File: config.mk
export PLATFORM = sky130hd
export DESIGN_NAME = lru_recency_tracker
export DESIGN_NICKNAME = d
export VERILOG_FILES = /design/src/rtl/lrt_pkg.sv /design/src/rtl/lrt_cell.sv /design/src/rtl/lru_recency_tracker.sv
export SDC_FILE = /design/constraint.sdc
export NUM_CORES = 2
export LEC_CHECK = 0
export ABC_AREA = 0
export BUFFER_PORTS_ARGS = -buffer_cell sky130_fd_sc_hd__buf_2
export CAP_MARGIN = 20
export CORE_MARGIN = 2
export CORE_UTILIZATION = 55
export CTS_CLUSTER_DIAMETER = 150
export DETAILED_ROUTE_END_ITERATION = 6
export GPL_TIMING_DRIVEN = 0
export PLACE_DENSITY = 0.78
export SLEW_MARGIN = 40
export SYNTH_ARGS = -nofsm -noshare
export SYNTH_HDL_FRONTEND = slang
export SYNTH_SLANG_ARGS = --single-unit
File: constraint.sdc
create_clock -name clk_i -period 7.44 [get_ports clk_i]
set_input_delay 0.744 -clock clk_i [delete_from_list [all_inputs] [get_ports clk_i]]
set_output_delay 0.744 -clock clk_i [all_outputs]
set_load 0.02 [all_outputs]
File: src/rtl/lrt_pkg.sv
`default_nettype none
// ----------------------------------------------------------------------------
// lrt_pkg: shared types and constants of the LRU recency tracker
// Sizes of the cell chain, the field widths, the operation and status
// codes, and the control bundle that the controller drives to every cell.
// ----------------------------------------------------------------------------
package lrt_pkg;

  // Number of cells in the chain and the width of a stored key.
  localparam int DEPTH     = 32;
  localparam int KEY_WIDTH = 32;

  // Derived widths.
  localparam int IDX_W = (DEPTH > 1) ? $clog2(DEPTH) : 1;
  localparam int CNT_W = $clog2(DEPTH + 1);
  localparam int CAP_W = 5;
  localparam int CMP_W = (CNT_W > CAP_W) ? CNT_W : CAP_W;

  // Port field widths.
  localparam int KEY_PORT_W = 32;
  localparam int COUNT_W    = 6;
  localparam int APB_DATA_W = 32;
  localparam int APB_ADDR_W = 2;

  // Register map.
  localparam logic [APB_ADDR_W-1:0] ADDR_CAPACITY = 2'd0;
  localparam logic [CAP_W-1:0]      CAPACITY_RESET = 5'd20;

  // Operation codes.
  localparam logic OP_USE  = 1'b0;
  localparam logic OP_PULL = 1'b1;

  // Status codes.
  localparam logic STAT_OK    = 1'b0;
  localparam logic STAT_EMPTY = 1'b1;

  // Control bundle broadcast to every cell.
  typedef struct packed {
    logic                 cmp_en;  // latch this cell's match flag
    logic                 upd_en;  // apply the shift of a use word
    logic [KEY_WIDTH-1:0] key;     // key of the word in flight
  } cell_ctrl_t;

endpackage : lrt_pkg
`default_nettype wire

File: src/rtl/lrt_cell.sv
`default_nettype none
// ----------------------------------------------------------------------------
// lrt_cell: one position of the recency chain
// Holds one key, compares it with the key in flight, and on a use takes
// the key of its left neighbor when the shift reaches it.
// ----------------------------------------------------------------------------
module lrt_cell (
  input  wire                                    clk_i,
  input  wire                                    rst_ni,
  input  lrt_pkg::cell_ctrl_t                    ctrl_i,
  input  wire                                    occ_i,
  input  wire                                    left_occ_i,
  input  wire  [lrt_pkg::KEY_WIDTH-1:0]          left_key_i,
  input  wire                                    seen_i,
  output logic [lrt_pkg::KEY_WIDTH-1:0]          key_o,
  output logic                                   seen_o
);
  import lrt_pkg::*;

  logic [KEY_WIDTH-1:0] key_q;
  logic                 match_q;
  logic                 match_d;
  logic                 shift;

  // Only a held entry may match; the stored key of a free cell is unknown.
  assign match_d = ctrl_i.cmp_en ? (occ_i && (key_q == ctrl_i.key)) : match_q;

  // A cell moves when its left neighbor holds an entry and no cell to its
  // left matched: everything up to and including the hit moves one place.
  assign shift = ctrl_i.upd_en && left_occ_i && !seen_i;

  always_ff @(posedge clk_i or negedge rst_ni) begin
    if (!rst_ni) begin
      match_q <= 1'b0;
    end else begin
      match_q <= match_d;
    end
  end

  always_ff @(posedge clk_i) begin
    if (shift) begin
      key_q <= left_key_i;
    end
  end

  assign key_o  = key_q;
  assign seen_o = seen_i | match_q;

endmodule : lrt_cell
`default_nettype wire

File: src/rtl/lru_recency_tracker.sv
`default_nettype none
// ----------------------------------------------------------------------------
// lru_recency_tracker: LRU replacement list built as a chain of key cells
// Keeps keys ordered by recency in a row of cells, the most recent in
// cell 0, and answers use and pull words with one result word each.
// ----------------------------------------------------------------------------
// Each input word passes through a compare state and then an update
// state. In the compare state every cell compares its key with the word's
// key at once and latches a match flag. In the update state a use shifts
// every cell up to the hit (or up to the end of the held entries on a
// miss) one place back and writes the key into cell 0, while a pull reads
// the last held cell; the result word is loaded into the output register
// in that same cycle, and the next input word is accepted at the same
// edge, so a new word is taken only as the last one commits, after the
// compare and the shift of the chain. A result waiting in the output
// register holds the update cycle only when the previous result has not
// been taken yet. On a use miss with all cells held, the key in the last
// cell falls off the end and is returned with dropped set. The capacity
// register at byte address 0 only sets the full_res flag; it does not
// limit how many keys are held. There is no clearing pass after reset:
// free cells are never compared or read.
// ----------------------------------------------------------------------------
module lru_recency_tracker (
  input  wire                                 clk_i,
  input  wire                                 rst_ni,
  // Input words.
  input  wire                                 in_valid_i,
  output logic                                in_stall_o,
  input  wire                                 operation_i,
  input  wire  [lrt_pkg::KEY_PORT_W-1:0]      key_i,
  // Result words.
  output logic                                out_valid_o,
  input  wire                                 out_stall_i,
  output logic                                status_o,
  output logic [lrt_pkg::KEY_PORT_W-1:0]      key_out_o,
  output logic                                was_hit_o,
  output logic                                dropped_o,
  output logic [lrt_pkg::COUNT_W-1:0]         count_o,
  output logic                                full_res_o,
  // Configuration port.
  input  wire                                 psel,
  input  wire                                 penable,
  input  wire                                 pwrite,
  input  wire  [lrt_pkg::APB_ADDR_W-1:0]      paddr,
  input  wire  [lrt_pkg::APB_DATA_W-1:0]      pwdata,
  output logic [lrt_pkg::APB_DATA_W-1:0]      prdata,
  output logic                                pready
);
  import lrt_pkg::*;

  // Sequencer states.
  localparam logic [1:0] ST_IDLE = 2'd0;
  localparam logic [1:0] ST_CMP  = 2'd1;
  localparam logic [1:0] ST_UPD  = 2'd2;

  logic [1:0]           state_q, state_d;
  logic                 op_q;
  logic [KEY_WIDTH-1:0] key_q;
  logic [CNT_W-1:0]     cnt_q, cnt_d;
  logic [CAP_W-1:0]     capacity_q;

  logic                 out_valid_q;
  logic                 status_q, status_d;
  logic [KEY_WIDTH-1:0] key_out_q, key_out_d;
  logic                 hit_q, hit_d;
  logic                 drop_q, drop_d;
  logic [CNT_W-1:0]     count_q;
  logic                 full_q, full_d;

  logic                 can_commit;
  logic                 commit;
  logic                 in_accept;
  cell_ctrl_t           cell_ctrl;

  logic [KEY_WIDTH-1:0] cell_key [DEPTH];
  logic [DEPTH-1:0]     occ_vec;
  logic [DEPTH:0]       seen;
  logic                 hit;
  logic [IDX_W-1:0]     last_idx;

  // --------------------------------------------------------------------------
  // Handshake. The update cycle may finish when the output register is free
  // or is being emptied at this edge; a new word enters at that same edge.
  // --------------------------------------------------------------------------
  assign can_commit = !out_valid_q || !out_stall_i;
  assign commit     = (state_q == ST_UPD) && can_commit;
  assign in_stall_o = !((state_q == ST_IDLE) || commit);
  assign in_accept  = in_valid_i && !in_stall_o;

  always_comb begin
    state_d = state_q;
    unique case (state_q)
      ST_IDLE: begin
        if (in_valid_i) begin
          state_d = ST_CMP;
        end
      end
      ST_CMP: begin
        state_d = ST_UPD;
      end
      ST_UPD: begin
        if (can_commit) begin
          state_d = in_valid_i ? ST_CMP : ST_IDLE;
        end
      end
      default: begin
        state_d = ST_IDLE;
      end
    endcase
  end

  always_ff @(posedge clk_i or negedge rst_ni) begin
    if (!rst_ni) begin
      state_q <= ST_IDLE;
    end else begin
      state_q <= state_d;
    end
  end

  always_ff @(posedge clk_i) begin
    if (in_accept) begin
      op_q  <= operation_i;
      key_q <= key_i[KEY_WIDTH-1:0];
    end
  end

  // --------------------------------------------------------------------------
  // Cell chain. Cell 0 is fed by the key in flight and always counts as
  // having a held neighbor, so it takes the key on every use.
  // --------------------------------------------------------------------------
  assign cell_ctrl.cmp_en = (state_q == ST_CMP);
  assign cell_ctrl.upd_en = commit && (op_q == OP_USE);
  assign cell_ctrl.key    = key_q;
  assign seen[0]          = 1'b0;

  for (genvar g = 0; g < DEPTH; g++) begin : g_cell
    logic [KEY_WIDTH-1:0] left_key;
    logic                 left_occ;

    assign occ_vec[g] = (cnt_q > CNT_W'(g));

    if (g == 0) begin : g_head
      assign left_key = key_q;
      assign left_occ = 1'b1;
    end else begin : g_body
      assign left_key = cell_key[g-1];
      assign left_occ = occ_vec[g-1];
    end

    lrt_cell u_cell (
      .clk_i      (clk_i),
      .rst_ni     (rst_ni),
      .ctrl_i     (cell_ctrl),
      .occ_i      (occ_vec[g]),
      .left_occ_i (left_occ),
      .left_key_i (left_key),
      .seen_i     (seen[g]),
      .key_o      (cell_key[g]),
      .seen_o     (seen[g+1])
    );
  end

  // Keys are unique among held cells, so at most one match flag is set.
  assign hit      = seen[DEPTH];
  assign last_idx = IDX_W'(cnt_q - 1'b1);

  // --------------------------------------------------------------------------
  // Result of the word in the update cycle.
  // --------------------------------------------------------------------------
  always_comb begin
    status_d  = STAT_OK;
    key_out_d = '0;
    hit_d     = 1'b0;
    drop_d    = 1'b0;
    cnt_d     = cnt_q;
    if (op_q == OP_USE) begin
      if (hit) begin
        hit_d = 1'b1;
      end else if (cnt_q == CNT_W'(DEPTH)) begin
        drop_d    = 1'b1;
        key_out_d = cell_key[DEPTH-1];
      end else begin
        cnt_d = cnt_q + 1'b1;
      end
    end else begin
      if (cnt_q == '0) begin
        status_d = STAT_EMPTY;
      end else begin
        cnt_d     = cnt_q - 1'b1;
        key_out_d = cell_key[last_idx];
      end
    end
    full_d = (CMP_W'(cnt_d) > CMP_W'(capacity_q));
  end

  always_ff @(posedge clk_i or negedge rst_ni) begin
    if (!rst_ni) begin
      cnt_q       <= '0;
      out_valid_q <= 1'b0;
    end else begin
      if (commit) begin
        cnt_q       <= cnt_d;
        out_valid_q <= 1'b1;
      end else if (!out_stall_i) begin
        out_valid_q <= 1'b0;
      end
    end
  end

  always_ff @(posedge clk_i) begin
    if (commit) begin
      status_q  <= status_d;
      key_out_q <= key_out_d;
      hit_q     <= hit_d;
      drop_q    <= drop_d;
      count_q   <= cnt_d;
      full_q    <= full_d;
    end
  end

  assign out_valid_o = out_valid_q;
  assign status_o    = status_q;
  assign key_out_o   = KEY_PORT_W'(key_out_q);
  assign was_hit_o   = hit_q;
  assign dropped_o   = drop_q;
  assign count_o     = COUNT_W'(count_q);
  assign full_res_o  = full_q;

  // --------------------------------------------------------------------------
  // Configuration port: the capacity register sits at byte address 0.
  // --------------------------------------------------------------------------
  always_ff @(posedge clk_i or negedge rst_ni) begin
    if (!rst_ni) begin
      capacity_q <= CAPACITY_RESET;
    end else if (psel && penable && pwrite && (paddr == ADDR_CAPACITY)) begin
      capacity_q <= pwdata[CAP_W-1:0];
    end
  end

  always_comb begin
    prdata = '0;
    unique case (paddr)
      ADDR_CAPACITY: prdata = APB_DATA_W'(capacity_q);
      default:       prdata = '0;
    endcase
  end

  assign pready = 1'b1;

endmodule : lru_recency_tracker
`default_nettype wire

[Word-level counts from Yosys, hierarchy flattened]
Index checks and enable logic that the tools add are counted.
Storage, ports and cells
  output and inout bits: 77
  word-level logic and storage cells: 345
  input bits: 74
  flip-flop bits (word level): 1145
Operators by class
  $add $sub $neg: 2
  bitwise logic cells: 33
  $lt $le $gt $ge: 34
  mux-type cells: 21
  reduce and logical (&&, ||, !) cells: 141
  equal/unequal tests: 38
Operators by type and width (count)
  equality test 32 bit: 32
  2-to-1 mux 32 bit: 6
  binary-select mux 32 bit (select 5 bit): 1
  logical AND 1 bit: 100
  greater-than comparator 6 x 5 -> 1 bit (second input constant): 16
  greater-than comparator 6 x 4 -> 1 bit (second input constant): 8
  logical NOT 1 bit: 34
  bitwise OR 1 bit: 31
  greater-than comparator 6 x 3 -> 1 bit (second input constant): 4
  2-to-1 mux 6 bit: 4
  greater-than comparator 6 x 1 -> 1 bit (second input constant): 2
  greater-than comparator 6 x 2 -> 1 bit (second input constant): 2
  adder 6 x 1 -> 6 bit (second input constant): 1
  equality test 6 bit (second input constant): 1
  >= comparator 6 bit (second input constant): 1
  greater-than comparator 6 x 5 -> 1 bit: 1
  logical NOT 6 bit: 1
  2-to-1 mux 1 bit: 6
  NOT 5 -> 6 bit: 1
  one-hot mux 2 bit (3 select lines): 1
  subtractor 6 x 1 -> 6 bit (second input constant): 1
  2-to-1 mux 5 bit: 1
  logical NOT 2 bit: 2
  2-to-1 mux 2 bit: 2
  other kinds (8): 10

[Logic depth before layout (Yosys ltp)]
  word-level depth: 34
  gate-level depth with buffers: 18
  gate-level depth less buffers: 13

[By module]
A second synthesis with hierarchy kept.
Second synthesis, totals
  cells, all modules: 3631
  area total of the unflattened synthesis: 55828.5 um2
Modules (own cells, without submodules)
  lrt_cell: cells each 81, times used 32, area an instance 1365.1 um2, sequential area each 985.9 um2
  lru_recency_tracker: cells each 1039, times used 1, area an instance 12146.6 um2, sequential area each 2605.0 um2

[Worst setup path after synthesis]
Ideal clock, no wire load.
  kind: register -> register
  from: register cnt_q[0]
  to: register g_cell[6].u_cell.key_q[0], enable pin
  path slack: 1.626 ns
  arrival: 5.312 ns
  stages on the path, launching flop included: 13
  setup time: 0.502 ns
  path buffers: 6
  period minus slack after synthesis: 5.814 ns
  data required time: 6.938 ns
  cells stage by stage: dfrtp_1 -> buf_2 -> buf_2 -> buf_2 -> buf_2 -> inv_1 -> ha_1 -> clkbuf_1 -> nand2b_1 -> buf_2 -> nor2_1 -> nor2_1 -> nor4_1
On the way
  longest elaborated chain between the ends: 3
RTL lines
  start, declared: RTL line lru_recency_tracker.sv:59  | logic [CNT_W-1:0] cnt_q, cnt_d;
  start signal, assigned: RTL line lru_recency_tracker.sv:202  | cnt_q <= cnt_d;
  greater-than comparator 6 x 3 -> 1 bit: RTL line lru_recency_tracker.sv:140  | assign occ_vec[g] = (cnt_q > CNT_W'(g));
  logical AND 1 bit (2 in a row): RTL line lrt_cell.sv:30  | assign shift = ctrl_i.upd_en && left_occ_i && !seen_i;
  named net g_cell[6].u_cell.shift: RTL line lrt_cell.sv:23  | logic shift;
  end signal, assigned: RTL line lrt_cell.sv:42  | key_q <= left_key_i;
  end, declared: RTL line lrt_cell.sv:20  | logic [KEY_WIDTH-1:0] key_q;
The timed path passes the listed nets, and every way through them passes these cells.
A chain may end at the register's enable or synchronous reset.

[Worst setup path after layout]
  from: register cnt_q[0]
  to: register key_out_q[18] (netlist: key_out_o[18]), data pin
On the way
  longest elaborated chain between the ends: 7
RTL lines
  subtractor 6 x 1 -> 6 bit
  NOT 5 -> 6 bit (not written as such): RTL line lru_recency_tracker.sv:190  | key_out_d = cell_key[last_idx];
  binary-select mux 32 bit (select 5 bit): RTL line lru_recency_tracker.sv:190
  2-to-1 mux 32 bit (not written as such) (2 in a row): RTL line lru_recency_tracker.sv:190
  2-to-1 mux 32 bit: RTL line lru_recency_tracker.sv:186  | if (cnt_q == '0) begin
  2-to-1 mux 32 bit *: RTL line lru_recency_tracker.sv:176  | if (op_q == OP_USE) begin
  named net key_out_d[18]: RTL line lru_recency_tracker.sv:64  | logic [KEY_WIDTH-1:0] key_out_q, key_out_d;
  end signal, assigned: RTL line lru_recency_tracker.sv:213  | key_out_q <= key_out_d;
  end, declared: RTL line lru_recency_tracker.sv:64
Mark *: on every way through the listed nets, which the timed path passes. The rest lies on a longest branch. The select of a mux whose other input is x is not followed.

==> load_flow_metrics.sql <==
INSERT INTO impl_metrics (metric_group, metric, value, unit) VALUES
('clocking', 'post-cts-setup-buffers', '0', ''),
('yosys', 'yosysTopAreaCell', 'sky130_fd_sc_hd__edfxtp_1', ''),
('grt', 'maximum_number_of_pins_on_one_net_before_global_route_repair', '48', ''),
('grt', 'overall_global_routing_usage', '52.97', '%'),
('clocking', 'h-tree-depth', '3', ''),
('placed_design', 'dp_hpwl', '211900', 'um'),
('critical_path', 'timing.critical_path.to_type', 'flip-flop', ''),
('clocking', 'cts-resized-gates', '0', ''),
('clocking', 'numClockSinks', '1145', ''),
('yosys', 'number_of_warnings_issued_by_yosys', '0', ''),
('critical_path', 'critical_path.max_stage_delay', '0.73', 'ns'),
('cells_and_area', 'finish.cell_count_without_fillers', '5535', ''),
('critical_path', 'worst-endpoint-required', '7.92', 'ns'),
('critical_path', 'worstReg2RegStart', 'cnt_q[0]', ''),
('sta', 'worst_pin_slew', '1.043', 'ns'),
('critical_path', 'critical-path-top-delay-family', 'buffers and inverters', ''),
('sta', 'hold-worst-slack', '0.1622', 'ns'),
('clocking', 'cts_tree', 'done', ''),
('clocking', 'clock_pin_slew_worst_setup_and_hold_paths', '0.06', 'ns'),
('yosys', 'synth.cells.most_frequent', 'sky130_fd_sc_hd__edfxtp_1, sky130_fd_sc_hd__xnor2_1, sky130_fd_sc_hd__xor2_1', ''),
('critical_path', 'critical_path.most_common_cell', 'sky130_fd_sc_hd__buf_2', ''),
('critical_path', 'worst_r2r_setup_slack', '0.24', 'ns'),
('cells_and_area', 'utilization_after_layout', '64.54', '%'),
('pwr', 'totalPowerFinal', '25600', 'uW'),
('yosys', 'syn-mean-instance-area', '15.48', 'um^2'),
('sta', 'timing.fmax', '138.9', 'MHz'),
('pwr', 'ir_worst_vdd', '0.2575', 'mV'),
('detailed_routing', 'drc', '0', ''),
('critical_path', 'rr_worst_depth', '14', ''),
('sta', 'worst_slack', '0.2381', 'ns'),
('yosys', 'cell_count_after_synthesis', '3627', ''),
('detailed_routing', 'number_of_vias_in_the_routed_layout', '40690', ''),
('min_path', 'timing.hold.worst.class', 'in2reg', ''),
('yosys', 'ys_seq_area_share', '60.82', '%'),
('clocking', 'cts.path.max_buffers', '3', ''),
('grt', 'vias_in_the_first_global_route', '37470', ''),
('critical_path', 'cp_slowest_cell', 'sky130_fd_sc_hd__clkbuf_1', ''),
('critical_path', 'cp-start-kind', 'flip-flop', ''),
('run_status', 'outcome', 'completed', ''),
('critical_path', 'worst-path-stages', '14', ''),
('detailed_routing', 'finalWirelength', '276400', 'um'),
('sta', 'hold_viol_final', '0', ''),
('critical_path', 'cp_num_buf_inv', '9', ''),
('grt', 'antenna_found_initial', '17', ''),
('grt', 'global_route_wire_length_before_repair', '354100', 'um'),
('placed_design', 'post-place-ws', '0.6503', 'ns'),
('floorplanning', 'num_io_pins', '151', ''),
('critical_path', 'crit_end', 'key_out_o[18]', ''),
('cells_and_area', 'drive_above_1_share', '24.18', '%'),
('yosys', 'yosys.area.top_type_share', '58.76', '%'),
('critical_path', 'cp_data_arrival_time', '7.68', 'ns'),
('detailed_routing', 'drtIter0Drc', '9252', ''),
('yosys', 'post_synth_instance_area', '56160', 'um^2'),
('sta', 'setup-violations-final', '0', ''),
('clocking', 'insertion_delay', '0.76', 'ns'),
('pwr', 'pwr_density', '390.4', 'nW/um^2'),
('sta', 'maxSlewHeadroom', '30.44', '%'),
('floorplanning', 'start_util', '55.28', '%'),
('sta', 'timing.final.crit_period', '7.202', 'ns'),
('yosys', 'number_of_enable_flip_flop_cells_after_synthesis', '1099', ''),
('critical_path', 'timing_worst_setup_path_type', 'reg2reg', ''),
('floorplanning', 'die_height', '323.5', 'um'),
('clocking', 'cts_inserted_buffers', '119', ''),
('pwr', 'p_leak', '0.02228', 'uW'),
('yosys', 'most_used_flip_flop_cell_after_synthesis', 'sky130_fd_sc_hd__edfxtp_1', ''),
('cells_and_area', 'number_of_nets_in_the_layout', '4131', ''),
('job', 'max_cap_viols', '0', ''),
('detailed_routing', 'ant_nets', '0', ''),
('placed_design', 'place_inst', '5293', ''),
('detailed_routing', 'wl_per_cell', '49.95', 'um'),
('detailed_routing', 'drt_pass1_iterations', '6', '');
cell usage in the layout, fill, tap and decap left out, types with 30 or more instances in the layout:
cell                        count
sky130_fd_sc_hd__mux4_2       256
sky130_fd_sc_hd__buf_4         67
sky130_fd_sc_hd__xor2_1       473
sky130_fd_sc_hd__nor2_1        30
sky130_fd_sc_hd__clkbuf_16    121
sky130_fd_sc_hd__clkbuf_1      73
sky130_fd_sc_hd__mux2i_1       89
sky130_fd_sc_hd__a21oi_1       52
sky130_fd_sc_hd__o22ai_1       37
sky130_fd_sc_hd__clkbuf_2      45
sky130_fd_sc_hd__buf_16        51
sky130_fd_sc_hd__edfxtp_1    1099
sky130_fd_sc_hd__a221o_1       34
sky130_fd_sc_hd__nor3_1        46
sky130_fd_sc_hd__nand4_1      150
sky130_fd_sc_hd__nand3_1       42
sky130_fd_sc_hd__a211oi_1      34
sky130_fd_sc_hd__and3_1        35
sky130_fd_sc_hd__buf_2        289
sky130_fd_sc_hd__dfrtp_1       44
sky130_fd_sc_hd__nand2_1       45
sky130_fd_sc_hd__nor4_1       140
sky130_fd_sc_hd__xnor2_1      538
registers in the layout (all words and copies together), names as in the netlist:
name / flops
g_cell.u_cell.key_o: 1024
g_cell.left_key: 32
state_q: 2
out_valid_o: 1
status_o: 1
cnt_q: 6
count_o: 6
dropped_o: 1
full_res_o: 1
key_out_o: 32
op_q: 1
g_cell.u_cell.match_q: 32
capacity_q: 5
was_hit_o: 1
area by class of cell:
class                   count  area [um^2]
clock buffers             145         3198
diodes                     14        35.03
plain buffers             275         1393
flip-flops and latches   1145        34160
inverters                  26        100.1
clock inverters            81         1044
repair buffers            274         2890
multi-input cells        2207        21050
well taps                1368         1712
fillers                  7448        36020
power breakdown:
part / total, uW / switching, uW / internal, uW
clock network: 6660 / 2800 / 3850
logic: 11000 / 7590 / 3440
registers: 7910 / 372 / 7540
total: 25600 / 10800 / 14800
worst min-delay path by stage:
stage	start	endpoint	slack, ns	depth (start not counted)
global placement	g_cell[0].left_key[19]	g_cell[0].u_cell.key_o[19]	0.43	0
CTS	key_i[27]	g_cell[0].left_key[27]	0.16	1
floorplan	g_cell[0].left_key[10]	g_cell[0].u_cell.key_o[10]	0.42	0
global route	key_i[6]	g_cell[0].left_key[6]	0.18	1
finish	key_i[27]	g_cell[0].left_key[27]	0.16	1
detailed placement	g_cell[0].left_key[19]	g_cell[0].u_cell.key_o[19]	0.43	0
metrics by stage:
step | cell area [um^2] | TNS (ns)
2_1_floorplan | 56260 | 0
3_3_place_gp | 58440 | -424.06
3_5_place_dp | 61230 | 0
4_1_cts | 65480 | 0
5_1_grt | 65540 | 0
6_report | 65570 | 0
per-layer routing:
layer,wire length [um],GRT usage [%],share of wire [%]
met1,91190,65.36,33
met2,105500,67.73,38
met3,54410,31.77,20
met4,25050,38.10,9.1
met5,331,1.065,0.12
cells by family after synthesis:
| logic type | count (synthesis) | share of synthesized area (%) |
|---|---|---|
| AOI/OAI and AO/OA | 235 | 2.910 |
| muxes | 357 | 12.08 |
| other | 2 | 0.01337 |
| xor gates and xnor gates | 1011 | 15.77 |
| buffers and inverters | 301 | 2.395 |
| DFF | 1145 | 60.82 |
| and+or+nand+nor | 567 | 5.819 |
| adders and majority gates | 9 | 0.2005 |
(Power assumes the default switching activity.)
